**src/gcl_ram.sv**
```systemverilog
// simple dual port synchronous ram, one write and one registered read port
module gcl_ram
   #(parameter int WIDTH = 8,
     parameter int DEPTH = 16,
     localparam int AW = (DEPTH > 1) ? $clog2(DEPTH) : 1)
   (input  logic             clock,
    input  logic             wr_en,
    input  logic [AW-1:0]    wr_addr,
    input  logic [WIDTH-1:0] wr_data,
    input  logic             rd_en,
    input  logic [AW-1:0]    rd_addr,
    output logic [WIDTH-1:0] rd_data);

   logic [WIDTH-1:0] mem [DEPTH];
   logic [WIDTH-1:0] rd_data_ff;

   always_ff @(posedge clock) begin
      if (wr_en) begin
         mem[wr_addr] <= wr_data;
      end
   end

   always_ff @(posedge clock) begin
      if (rd_en) begin
         rd_data_ff <= mem[rd_addr];
      end
   end

   assign rd_data = rd_data_ff;

endmodule

```
**config.mk**
```make
export PLATFORM = sky130hd
export DESIGN_NAME = gcl_ram
export DESIGN_NICKNAME = d
export VERILOG_FILES = /design/src/gcl_ram.sv
export SDC_FILE = /design/constraint.sdc
export NUM_CORES = 1
export LEC_CHECK = 0
export CAP_MARGIN = 20
export CORE_UTILIZATION = 35
export CTS_BUF_LIST = sky130_fd_sc_hd__clkbuf_4 sky130_fd_sc_hd__clkbuf_8
export DETAILED_ROUTE_END_ITERATION = 12
export DONT_BUFFER_PORTS = 1
export GPL_ROUTABILITY_DRIVEN = 0
export HOLD_SLACK_MARGIN = 0.05
export PLACE_DENSITY_LB_ADDON = 0.05
export SYNTH_ARGS = -nofsm -noshare
export SYNTH_HDL_FRONTEND = slang
export SYNTH_SLANG_ARGS = --single-unit
```
**constraint.sdc**
```tcl
create_clock -name clock -period 2.9 [get_ports clock]
set_input_delay 0.58 -clock clock [delete_from_list [all_inputs] [get_ports clock]]
set_output_delay 0.58 -clock clock [all_outputs]
set_load 0.01 [all_outputs]
```
==> key figures <==
Finish
  • Area growth syn-to-layout: 12.3%
  • Multi-input gate area: 1060 um^2
  • Antenna cells: 0
  • Most frequent cells in the layout: edfxtp_1, mux4_2, clkbuf_8, a22oi_1
  • Commonest non-fill, non-tap cell in the layout: edfxtp_1
  • Fillers: 1320
  • Storage cell area: 4080 um^2
  • Layout Nets: 271
  • Layout cells sized above 1: 23.0%

Synth
  • Top cell type's share of synthesized area: 78.1%
  • Mean Syn Cell Area: 22.8 um^2
  • Synth Register Bits: 136
  • Synth warn: 0
  • Top cell type by total area after synthesis: edfxtp_1
  • Sequential share of the synthesized area: 78.1%
  • Cell count after synthesis: 229
  • Netlist Area Pre-Place: 5230 um^2
  • Syn Nets: 248
  • Top cells by area, synth: edfxtp_1, mux4_2, mux4_1
  • Netlist cell types: 18

Outcome
  • Status: completed

STA
  • Worst hold margin: 230 ps
  • Max Fclk: 0.612 GHz
  • Final Hold Viols: 0
  • Clk_skew: 9.89 ps
  • Post-layout min period: 1630 ps
  • Setup_tns: 0 ps
  • Rel. slew slack: 48.1%
  • Final setup viols: 0
  • Transition time of the tightest slew-check pin: 776 ps
  • RSZ-0062 raised after global routing: no
  • Final slew viol count: 0
  • Final cycle utilization of the critical path: 56.4%

Floorplan
  • Die height: 124 um
  • Initial core utilization: 36.0%
  • Die area: 15400 um^2
  • Core region area: 14500 um^2
  • Chip width: 124 um
  • Row count: 44
  • IO Count: 27

Setup path
  • Slowest-stage cell, CP: nor2_1
  • R2R Setup Slk: 1270 ps
  • Worst-path cell chain: or3b_2, nor2_1
  • R2r endpoint: rd_data[3]
  • Worst Setup End Kind: register
  • Critical path startpoint: wr_addr[2]
  • Crit path max-delay family: simple AND/OR/NAND/NOR gates
  • Crit path arrival time: 1700 ps
  • R2R cell count: 3
  • Worst setup path endpoint: mem[3][2]
  • Number of cells on the critical path: 2
  • Crit path kind: in -> reg
  • Required time worst endpoint: 2970 ps
  • CP max stage delay: 620 ps
  • R2r startpoint: mem[1][3]
  • CP bufs+invs: 0
  • CP startpoint kind: input port
  • Critical Path Fanout Max: 8

Flow run
  • Max cap viols: 0

Clocking
  • Total setup buffers inserted after CTS: 0
  • Clock sink count: 136
  • Longest Clk Path Bufs: 2
  • Skew-Pair Late Insertion Delay: 440 ps
  • H-tree depth: 4
  • CTS resizes: 0
  • CTS tree: done
  • Clk slew on worst S/H paths: 70 ps
  • CTS Hold Bufs: 0
  • CTS buffer count: 17
  • Clock root cell: clkbuf_8

Placed design
  • Hpwl dp: 7.06 mm
  • Port bufs: 0

Routing
  • TritonRoute pass-1 iters: 4
  • 1st-iter DRT viols: 248
  • DR vias: 2314
  • DRC: 0
  • WL/cell: 23.9 um
  • Antenna viol nets, final: 0
  • DR vias/cell: 5.15
  • DRT Wirelength: 10.7 mm

Power
  • Power per cell area: 665 nW/um^2
  • Leakage: 1.88 nW
  • Max IR drop VDD: 0.224 mV

Min path
  • Min-delay worst type: in -> reg

Global route
  • Gr usage total: 15.3%
  • Largest net degree at the start of global routing: 33
  • M1 GR Usage: 19.6%
  • Vias in the first global route: 2527
  • Remaining Overflow, GRT: 0
  • Met3 Use GR: 5.22%
  • GRT Max-Usage Layer: met2
  • First-pass GRT wire length: 16.2 mm
  • Initial antenna violation count: 0
  • GR Util met2: 23.6%
==> how the worst min path moves through the flow <==
stage / depth (start not counted) / from / slack [ps] / endpoint
floorplan: 0 / wr_data[0] / 680 / mem[0][0]
global placement: 0 / wr_data[5] / 680 / mem[6][5]
detailed placement: 0 / wr_data[5] / 680 / mem[7][5]
CTS: 0 / wr_data[5] / 190 / mem[7][5]
global route: 0 / wr_data[3] / 180 / mem[15][3]
finish: 0 / wr_data[5] / 230 / mem[5][5]
==> sequential cells by signal, indices dropped and copies added, names as in the netlist <==
signal,count
mem,128
rd_data,8
==> power breakdown <==
| group | internal [W] | switching, W |
|---|---|---|
| Combinational | 0.0000655 | 0.0000550 |
| Clock | 0.000872 | 0.000678 |
| Sequential | 0.00221 | 0.0000169 |
==> through the flow <==
stage | total power [W] | setup WS (ps) | std cells | instance area, um^2 | utilization (%)
3_3_place_gp | 0.00240 | 894 | 417 | 5480 | 37.7
2_1_floorplan | 0.00238 | 827 | 229 | 5230 | -
5_1_grt | 0.00403 | 1230 | 449 | 5870 | 40.4
3_5_place_dp | 0.00240 | 814 | 417 | 5480 | 37.7
6_report | 0.00390 | 1270 | 449 | 5870 | 40.4
4_1_cts | 0.00394 | 1310 | 449 | 5870 | 40.4
==> layout make-up <==
type | count | area share (%)
Sequential cell | 136 | 69.6
Clock buffer | 21 | 4.50
Tap cell | 184 | 3.92
Clock inverter | 11 | 2.22
Multi-Input combinational cell | 83 | 18.0
Timing Repair Buffer | 14 | 1.79
==> cells in the mapped netlist <==
cell / n
nor2_1: 13
or3b_2: 1
buf_6: 3
nor3_1: 4
clkdlybuf4s25_2: 3
buf_2: 3
a22oi_1: 16
nand2_1: 9
nand3b_1: 2
nand3_1: 1
edfxtp_1: 136
mux4_2: 18
buf_4: 1
and2_1: 1
and2b_1: 1
nand2b_1: 2
nor2b_1: 1
mux4_1: 14
==> metal layers <==
metal / vias to the layer above / part of all wire (%)
met4: 0 / 1.7
met1: 1220 / 45
met5: - / 0
li1: 1024 / -
met2: 56 / 49
met3: 14 / 4.9
==> kinds of logic after synthesis <==
kind of cell	share of synthesized area (%)
buf+inv	1.65
compound gates	2.30
mux	14.8
flops	78.1
simple gates	3.14
No activity file was read; power rests on OpenSTA's default activity.
