**config.mk**
```make
export PLATFORM = sky130hd
export DESIGN_NAME = gcl_scan
export DESIGN_NICKNAME = d
export VERILOG_FILES = /design/src/gcl_pkg.sv /design/src/gcl_scan.sv
export SDC_FILE = /design/constraint.sdc
export NUM_CORES = 1
export LEC_CHECK = 0
export ABC_CLOCK_PERIOD_IN_PS = 5370
export CAP_MARGIN = 5
export CORE_MARGIN = 5
export CORE_UTILIZATION = 40
export CTS_CLUSTER_DIAMETER = 30
export DETAILED_ROUTE_END_ITERATION = 8
export DONT_BUFFER_PORTS = 1
export GPL_ROUTABILITY_DRIVEN = 1
export MAX_ROUTING_LAYER = met4
export PLACE_DENSITY = 0.64
export SYNTH_ARGS = -nofsm -noshare
export SYNTH_HDL_FRONTEND = slang
export SYNTH_SLANG_ARGS = --single-unit
```
**constraint.sdc**
```tcl
create_clock -name clock -period 5.37 [get_ports clock]
set_input_delay 1.074 -clock clock [delete_from_list [all_inputs] [get_ports clock]]
set_output_delay 1.074 -clock clock [all_outputs]
set_load 0.005 [all_outputs]
```
**src/gcl_pkg.sv**
```systemverilog
// shared types and constants of the glyph cache lookup block
package gcl_pkg;

   localparam int SLOTS_PER_SET = 250;
   localparam int FONT_SETS     = 12;
   localparam int ENTRIES       = SLOTS_PER_SET * FONT_SETS;
   localparam int ENTRY_AW      = (ENTRIES > 1) ? $clog2(ENTRIES) : 1;
   localparam int SLOT_AW       = $clog2(SLOTS_PER_SET);
   localparam int SLOT_CW       = $clog2(SLOTS_PER_SET + 1);
   localparam int SET_W         = 4;
   localparam int SLOT_OUT_W    = 8;
   localparam int STAMP_W       = 31;
   localparam logic [STAMP_W-1:0] STAMP_MAX = 31'h7fffffff;

   typedef struct packed {
      logic [SET_W-1:0] font_set;
      logic [31:0]      glyph_hash;
      logic [15:0]      glyph_width;
      logic [15:0]      glyph_height;
      logic signed [15:0] glyph_offset;
      logic signed [15:0] glyph_baseline;
   } gcl_req_type;

   typedef struct packed {
      logic [SLOT_OUT_W-1:0] slot_index;
      logic                  was_hit;
   } gcl_rsp_type;

   typedef struct packed {
      logic [31:0] hash;
      logic [15:0] width;
      logic [15:0] height;
      logic [15:0] offset;
      logic [15:0] baseline;
   } gcl_tag_type;

   typedef struct packed {
      gcl_tag_type        tag;
      logic [STAMP_W-1:0] stamp;
   } gcl_entry_type;

   typedef struct packed {
      logic               done;
      logic               hit;
      logic [SLOT_AW-1:0] slot;
   } gcl_scan_status_type;

   typedef enum logic [1:0] {
      GCL_CLEAR,
      GCL_IDLE,
      GCL_SCAN,
      GCL_WRITE
   } gcl_state_type;

endpackage

```
**src/gcl_scan.sv**
```systemverilog
// set scanner: issues one read per cycle, matches tags and tracks the oldest stamp
module gcl_scan
   import gcl_pkg::*;
   (input  logic                clock,
    input  logic                reset,
    input  logic                start,
    input  gcl_tag_type         key,
    input  gcl_entry_type       rd_entry,
    output logic                rd_en,
    output logic [SLOT_AW-1:0]  rd_slot,
    output gcl_scan_status_type status);

   logic               active_ff, active_in;
   logic [SLOT_CW-1:0] rd_cnt_ff, rd_cnt_in;
   logic               chk_valid_ff, chk_valid_in;
   logic [SLOT_AW-1:0] chk_slot_ff, chk_slot_in;
   logic [STAMP_W-1:0] oldest_ff, oldest_in;
   logic [SLOT_AW-1:0] victim_ff, victim_in;

   logic hit_now;
   logic last_now;
   logic older;
   logic done;
   logic [SLOT_AW-1:0] victim_now;

   always_comb begin
      rd_en      = active_ff && (rd_cnt_ff < SLOT_CW'(SLOTS_PER_SET));
      rd_slot    = rd_cnt_ff[SLOT_AW-1:0];
      hit_now    = chk_valid_ff && (rd_entry.tag == key);
      last_now   = chk_valid_ff && (chk_slot_ff == SLOT_AW'(SLOTS_PER_SET - 1));
      older      = chk_valid_ff && (rd_entry.stamp < oldest_ff);
      victim_now = older ? chk_slot_ff : victim_ff;
      done       = active_ff && (hit_now || last_now);

      status.done = done;
      status.hit  = hit_now;
      status.slot = hit_now ? chk_slot_ff : victim_now;

      active_in    = active_ff;
      rd_cnt_in    = rd_cnt_ff;
      chk_valid_in = rd_en;
      chk_slot_in  = rd_slot;
      oldest_in    = older ? rd_entry.stamp : oldest_ff;
      victim_in    = victim_now;

      if (rd_en) begin
         rd_cnt_in = rd_cnt_ff + SLOT_CW'(1);
      end
      if (done) begin
         active_in    = 1'b0;
         chk_valid_in = 1'b0;
      end
      if (start) begin
         active_in    = 1'b1;
         rd_cnt_in    = '0;
         chk_valid_in = 1'b0;
         oldest_in    = STAMP_MAX;
         victim_in    = '0;
      end
   end

   always_ff @(posedge clock) begin
      if (reset) begin
         active_ff    <= 1'b0;
         chk_valid_ff <= 1'b0;
      end else begin
         active_ff    <= active_in;
         chk_valid_ff <= chk_valid_in;
      end
   end

   always_ff @(posedge clock) begin
      rd_cnt_ff   <= rd_cnt_in;
      chk_slot_ff <= chk_slot_in;
      oldest_ff   <= oldest_in;
      victim_ff   <= victim_in;
   end

endmodule

```
==> results.cfg, run 1 <==
[status]
status = finished, final reports clean

[setup_path]
cp.arrival_ns = 3.07
worst-path-buf-inv = 0
cp_slowest_cell = o41ai_1
path_class = in2out
r2r-start = oldest_ff[16]
startpoint = rd_entry[2]
cp_slowest_stage_delay_ns = 0.47
start_kind = primary input
cp_cell_sequence = ha_1 > nand2_1 > o21ai_0 > a31oi_1 > o41ai_1 > a21oi_4 > nor2_2 > mux2_2
critical_path_peak_fanout = 8
cp.required_ns = 4.30
crit_family = compound AO/OA/AOI/OAI gates
cp-end-kind = output pin

[hold_path]
min_from = rd_slot[7]
hp-class = reg2reg

[grt]
grt_pass1_vias = 3425
grt_pass1_wl_um = 17600
grt_usage_pct = 20.2
grt_overflow = 0
grt_max_degree = 70
antenna_found_initial = 0

[floorplan]
dieHeight_um = 109
io-pin-count = 245
die_area_um2 = 11900
die_x_um = 109
rows = 36
core_area_um2 = 9640
initial_core_util_pct = 40.6

[timing]
max_freq_mhz = 241
fin_crit_sh_pct = 77.1
rsz0062_at_grt = no
slew_viol_final = 0
finalClockSkew_ns = 0.0139
hold_viol = 0
worst_slack_ns = 1.23
setup_tns_ns = 0
fin_hold_ws_ns = 0.425
setup_violations = 0
tightestPinTransition_ns = 1.10
max_slew_margin_pct = 26.4
period_needed_ns = 4.14

[clock_network]
clk_latency_ns = 0.34
clock_path_buffers = 2
ctsHoldBuffers = 0
cts-resized-gates = 0
cts_root_buffer = clkbuf_8
htreeDepth = 3
cts_buffers = 9
postCtsSetupBuffers = 0
cts_tree = built
cts.sinks = 57
path_clk_slew_ns = 0.07

[finish]
finalNetCount = 725
final_cell_mix = 62 x inv_1, 57 x dfxtp_1, 51 x xnor2_1, 50 x nand2_1, 31 x ha_1
stdcell_area_um2 = 4260
num_antenna_cells = 0
multi_input_area_um2 = 2480
seq_area_um2 = 1140
num-fill-cells = 988
layout_commonest_cell = inv_1
syn2layout_area_growth_pct = 8.86
drive_gt1_share_pct = 6.13

[place]
port_buffers = 0
placed_area_um2 = 4030
dp_slack_ns = 1.23
routabilityCongestion = 0.905
dp_hpwl_um = 10200

[yosys]
postSynthCellCount = 470
yosys_warnings = 0
yosysTopAreaCell = dfxtp_1
async_flop_share_pct = 0
synth-edff-count = 0
synthDistinctLibCells = 45
synth_top_area_share_pct = 29.2
ys_seq_elements = 57
ys_seq_area_share_pct = 29.2
synth_flop_cell = dfxtp_1
syn_area_per_cell_um2 = 8.33
synth_area_um2 = 3910
syn-num-nets = 727
synth.area.top_cells = dfxtp_1 29%, xnor2_1 11%, ha_1 9.9%

[detailed_routing]
viasPerCell = 5.58
drtIter0Drc = 192
drt-pass1-iter-count = 4
ant_nets = 0
routed-via-count = 3382
wl_per_cell_um = 19.8
drt-total-wl_um = 12000
drc = 0

[power_and_ir_drop]
ir_drop_mv = 0.211
power_leakage_nw = 1.86
finalPower_mw = 1.05
powerDensity_nw_per_um2 = 247

[run]
cap_viol_max_count = 0
[cells in the mapped netlist, types with 11 or more instances]
library cell,number
nor4_1,11
nand2_1,50
nand4_1,20
xnor2_1,51
xor2_1,20
ha_1,31
a21oi_1,14
inv_1,62
dfxtp_1,57
o211ai_1,30
nor2_1,20
[report_power, final]
| group | internal [mW] | leakage, nW | switching, mW |
|---|---|---|---|
| Sequential | 0.437 | 0.464 | 0.00725 |
| Clock | 0.275 | 0.113 | 0.187 |
| Combinational | 0.0748 | 1.29 | 0.0730 |
[worst reg2reg max path: stages (launching register included)]
cell and delay [ns]:
dfxtp_1 0.31, inv_1 0.05, ha_1 0.28, a21oi_1 0.16
o21ai_0 0.10, a221oi_1 0.37, o2111ai_1 0.20, a21oi_4 0.21
buf_4 0.63, mux2i_1 0.26, nand2_1 0.06
[registers in the layout, indices dropped and copies added, names as in the netlist]
signal and cells:
active_ff 1, chk_slot_ff 8, chk_valid_ff 1, oldest_ff 31
rd_slot 8, victim_ff 8
[layout make-up]
type	instances	area share (%)
Multi-Input combinational cell	337	58.3
Sequential cell	57	26.8
Inverter	62	5.46
Tap cell	133	3.91
Clock buffer	10	3.23
Clock inverter	6	2.11
Timing Repair Buffer	1	0.176
[metrics by stage]
stage          utilization [%]  std cells
2_1_floorplan                -        470
3_3_place_gp              41.8        590
3_5_place_dp              41.8        590
4_1_cts                   44.2        606
5_1_grt                   44.2        606
6_report                  44.2        606
[worst paths after layout]
path / slack (ns) / cells after the start / to
min reg2reg: 0.42 / 0 / chk_slot_ff[7]
max reg2reg: 2.59 / 10 / oldest_ff[0]
max: 1.23 / 8 / status[3]
min: 0.42 / 0 / chk_slot_ff[7]
[metal layers]
metal  part of all wire, %  up-vias  GRT usage [%]
met5                     0        -              -
met4                   2.3        0           7.21
met3                    11       23           7.70
met2                    48      160           33.3
li1                      -     1633              -
met1                    39     1566           22.1
[cell families (layout without fill, tap and decap cells)]
| family | Yosys count | in the layout | share of synthesized area [%] |
|---|---|---|---|
| buffers and inverters | 76 | 79 | 7.54 |
| and+or+nand+nor | 130 | 130 | 17.0 |
| adders and majority gates | 31 | 31 | 9.91 |
| DFF | 57 | 57 | 29.2 |
| AOI/OAI and AO/OA | 88 | 88 | 15.9 |
| xor gates and xnor gates | 71 | 71 | 15.9 |
| muxes | 17 | 17 | 4.60 |
Power figures use the tool's default switching activity.
==> inputs of run 2 (changes only) <==
--- a/config.mk
+++ b/config.mk
@@ -5,7 +5,8 @@
 export SDC_FILE = /design/constraint.sdc
 export NUM_CORES = 1
 export LEC_CHECK = 0
-export ABC_CLOCK_PERIOD_IN_PS = 5370
+export ABC_AREA = 1
+export ABC_CLOCK_PERIOD_IN_PS = 4200
 export CAP_MARGIN = 5
 export CORE_MARGIN = 5
 export CORE_UTILIZATION = 40
==> constraint.sdc (replaced) <==
create_clock -name clock -period 4.2 [get_ports clock]
set_input_delay 0.84 -clock clock [delete_from_list [all_inputs] [get_ports clock]]
set_output_delay 0.84 -clock clock [all_outputs]
set_load 0.005 [all_outputs]
==> results.cfg, run 2 <==
[finish]
syn2layout_area_growth_pct = 7.96
stdcell_area_um2 = 6060
largest_register_ff_count = 31
regMostFlops = oldest_ff
num_antenna_cells = 0
final_cell_mix = 408 x nand2_1, 208 x inv_1, 101 x nor2_1, 57 x dfxtp_1, 50 x nand3_1
finalNetCount = 1285
num-fill-cells = 1534
layout_commonest_cell = nand2_1
drive_gt1_share_pct = 6.01

[timing]
max_freq_mhz = 308
worst_slack_ns = 0.950
setup_violations = 0
slew_viol_final = 0
max_slew_margin_pct = 61.6
tightestPinTransition_ns = 0.576
setup_tns_ns = 0
hold_viol = 0
fin_crit_sh_pct = 77.4
finalClockSkew_ns = 0.00486
period_needed_ns = 3.25
rsz0062_at_grt = no

[grt]
grt_pass1_vias = 5576
grt_pass1_wl_um = 29000
antenna_found_initial = 0
grt_usage_pct = 23.4
grt_max_degree = 32
grt_overflow = 0

[power_and_ir_drop]
ir_drop_mv = 0.279
powerDensity_nw_per_um2 = 267
power_leakage_nw = 3.80
finalPower_mw = 1.62

[place]
placed_area_um2 = 5760
dp_slack_ns = 0.939
routabilityCongestion = 0.992
port_buffers = 0
dp_hpwl_um = 16600

[yosys]
postSynthCellCount = 1028
synthDistinctLibCells = 35
async_flop_share_pct = 0
yosysTopAreaCell = nand2_1
synth_flop_cell = dfxtp_1
yosys_warnings = 0
syn-num-nets = 1285
syn_area_per_cell_um2 = 5.46
synth_area_um2 = 5610
synth.most_common_cell = nand2_1
synth_top_area_share_pct = 27.3
synth.area.top_cells = nand2_1 27%, dfxtp_1 20%, inv_1 14%
synth-edff-count = 0
ys_seq_elements = 57
netlist_top_cells_count = 408 x nand2_1, 208 x inv_1, 101 x nor2_1
ys_seq_area_share_pct = 20.3

[floorplan]
initial_core_util_pct = 40.6
core_area_um2 = 13800
dieHeight_um = 128
rows = 43
die_area_um2 = 16500
io-pin-count = 245
die_x_um = 128

[hold_path]
hp-class = reg2reg
min_from = rd_slot[5]
holdPathStages = 0
holdPathEnd = chk_slot_ff[5]

[clock_network]
ctsHoldBuffers = 0
htreeDepth = 3
cts-resized-gates = 0
postCtsSetupBuffers = 0
cts_buffers = 9
cts.sinks = 57
cts_tree = built
clock_path_buffers = 2
cts_root_buffer = clkbuf_16
clk_latency_ns = 0.33
path_clk_slew_ns = 0.05

[detailed_routing]
viasPerCell = 4.80
drt-total-wl_um = 19100
ant_nets = 0
drtIter0Drc = 359
wl_per_cell_um = 15.7
drc = 0
drt-pass1-iter-count = 5
routed-via-count = 5822

[setup_path]
rr_endpoint = oldest_ff[5]
cp.arrival_ns = 2.41
start_kind = primary input
critical_path_peak_fanout = 8
cp-end-kind = output pin
worst-r2r-cell-count = 11
r2r-start = oldest_ff[26]
path_class = in2out
cp.required_ns = 3.36
rrSetupSlack_ns = 1.87

[run]
cap_viol_max_count = 0

[status]
status = finished, final reports clean
run 2: cell count changes after synthesis, sizes merged, moves of 12 or more:
cell / before / now
a21oi: 15 / 27
inv: 62 / 210
nand2: 50 / 429
nand3: 4 / 61
nor2: 21 / 104
nor3: 1 / 13
o211ai: 30 / 2
xnor2: 51 / 11
xor2: 20 / 8
run 2: cell type report:
class | count | area, um^2 | area share [%]
Sequential cell | 57 | 1140 | 18.8
Tap cell | 180 | 225 | 3.72
Timing Repair Buffer | 2 | 15.0 | 0.248
Inverter | 211 | 792 | 13.1
Clock inverter | 1 | 7.51 | 0.124
Clock buffer | 14 | 294 | 4.85
Multi-Input combinational cell | 747 | 3580 | 59.1
run 2: cell families (layout without fill, tap and decap cells):
group | count (synthesis) | after routing | synth area share, %
AO/OA/AOI/OAI | 50 | 50 | 4.66
adder cells (fa/ha/maj) | 31 | 31 | 6.91
flip-flops | 57 | 57 | 20.3
XOR/XNOR | 19 | 19 | 2.97
AND/OR/NAND/NOR | 647 | 647 | 49.3
buffers and inverters | 224 | 228 | 15.8
run 2: worst max-delay path by stage:
stage	start	slack [ns]	end	depth (start not counted)
2_1_floorplan	rd_entry[14]	1.14	status[0]	15
3_3_place_gp	key[50]	0.99	status[4]	9
3_5_place_dp	key[4]	0.94	status[0]	8
4_1_cts	key[4]	0.93	status[2]	8
5_1_grt	key[4]	0.77	status[2]	8
6_report	key[4]	0.95	status[2]	8
run 2: where the power goes:
part	switching, mW	internal, mW
Clock	0.242	0.475
Sequential	0.0140	0.561
Combinational	0.205	0.121
run 2: worst max-delay path: stages:
cell and delay [ns]:
xnor2_1 0.26, nand3_1 0.18, nor3_1 0.20, nand3_1 0.10, nor2_1 0.13, nand4_1 0.41
nand2_1 0.20, nand2_1 0.08
run 2: per-stage QoR:
step	cells	utilization, %	hold slack [ns]
6_report	1212	43.8	0.409
3_5_place_dp	1197	41.6	0.407
3_3_place_gp	1197	41.6	0.408
4_1_cts	1212	43.8	0.416
5_1_grt	1212	43.8	0.419
2_1_floorplan	1028	-	0.367
run 2: layer usage:
metal | routed length [um] | part of all wire (%) | up-vias | global-route usage [%]
li1 | - | - | 3093 | -
met1 | 8360 | 44 | 2482 | 30.5
met2 | 8320 | 44 | 221 | 35.7
met3 | 2050 | 11 | 26 | 7.02
met4 | 342 | 1.8 | 0 | 5.93
met5 | 0 | 0 | - | -
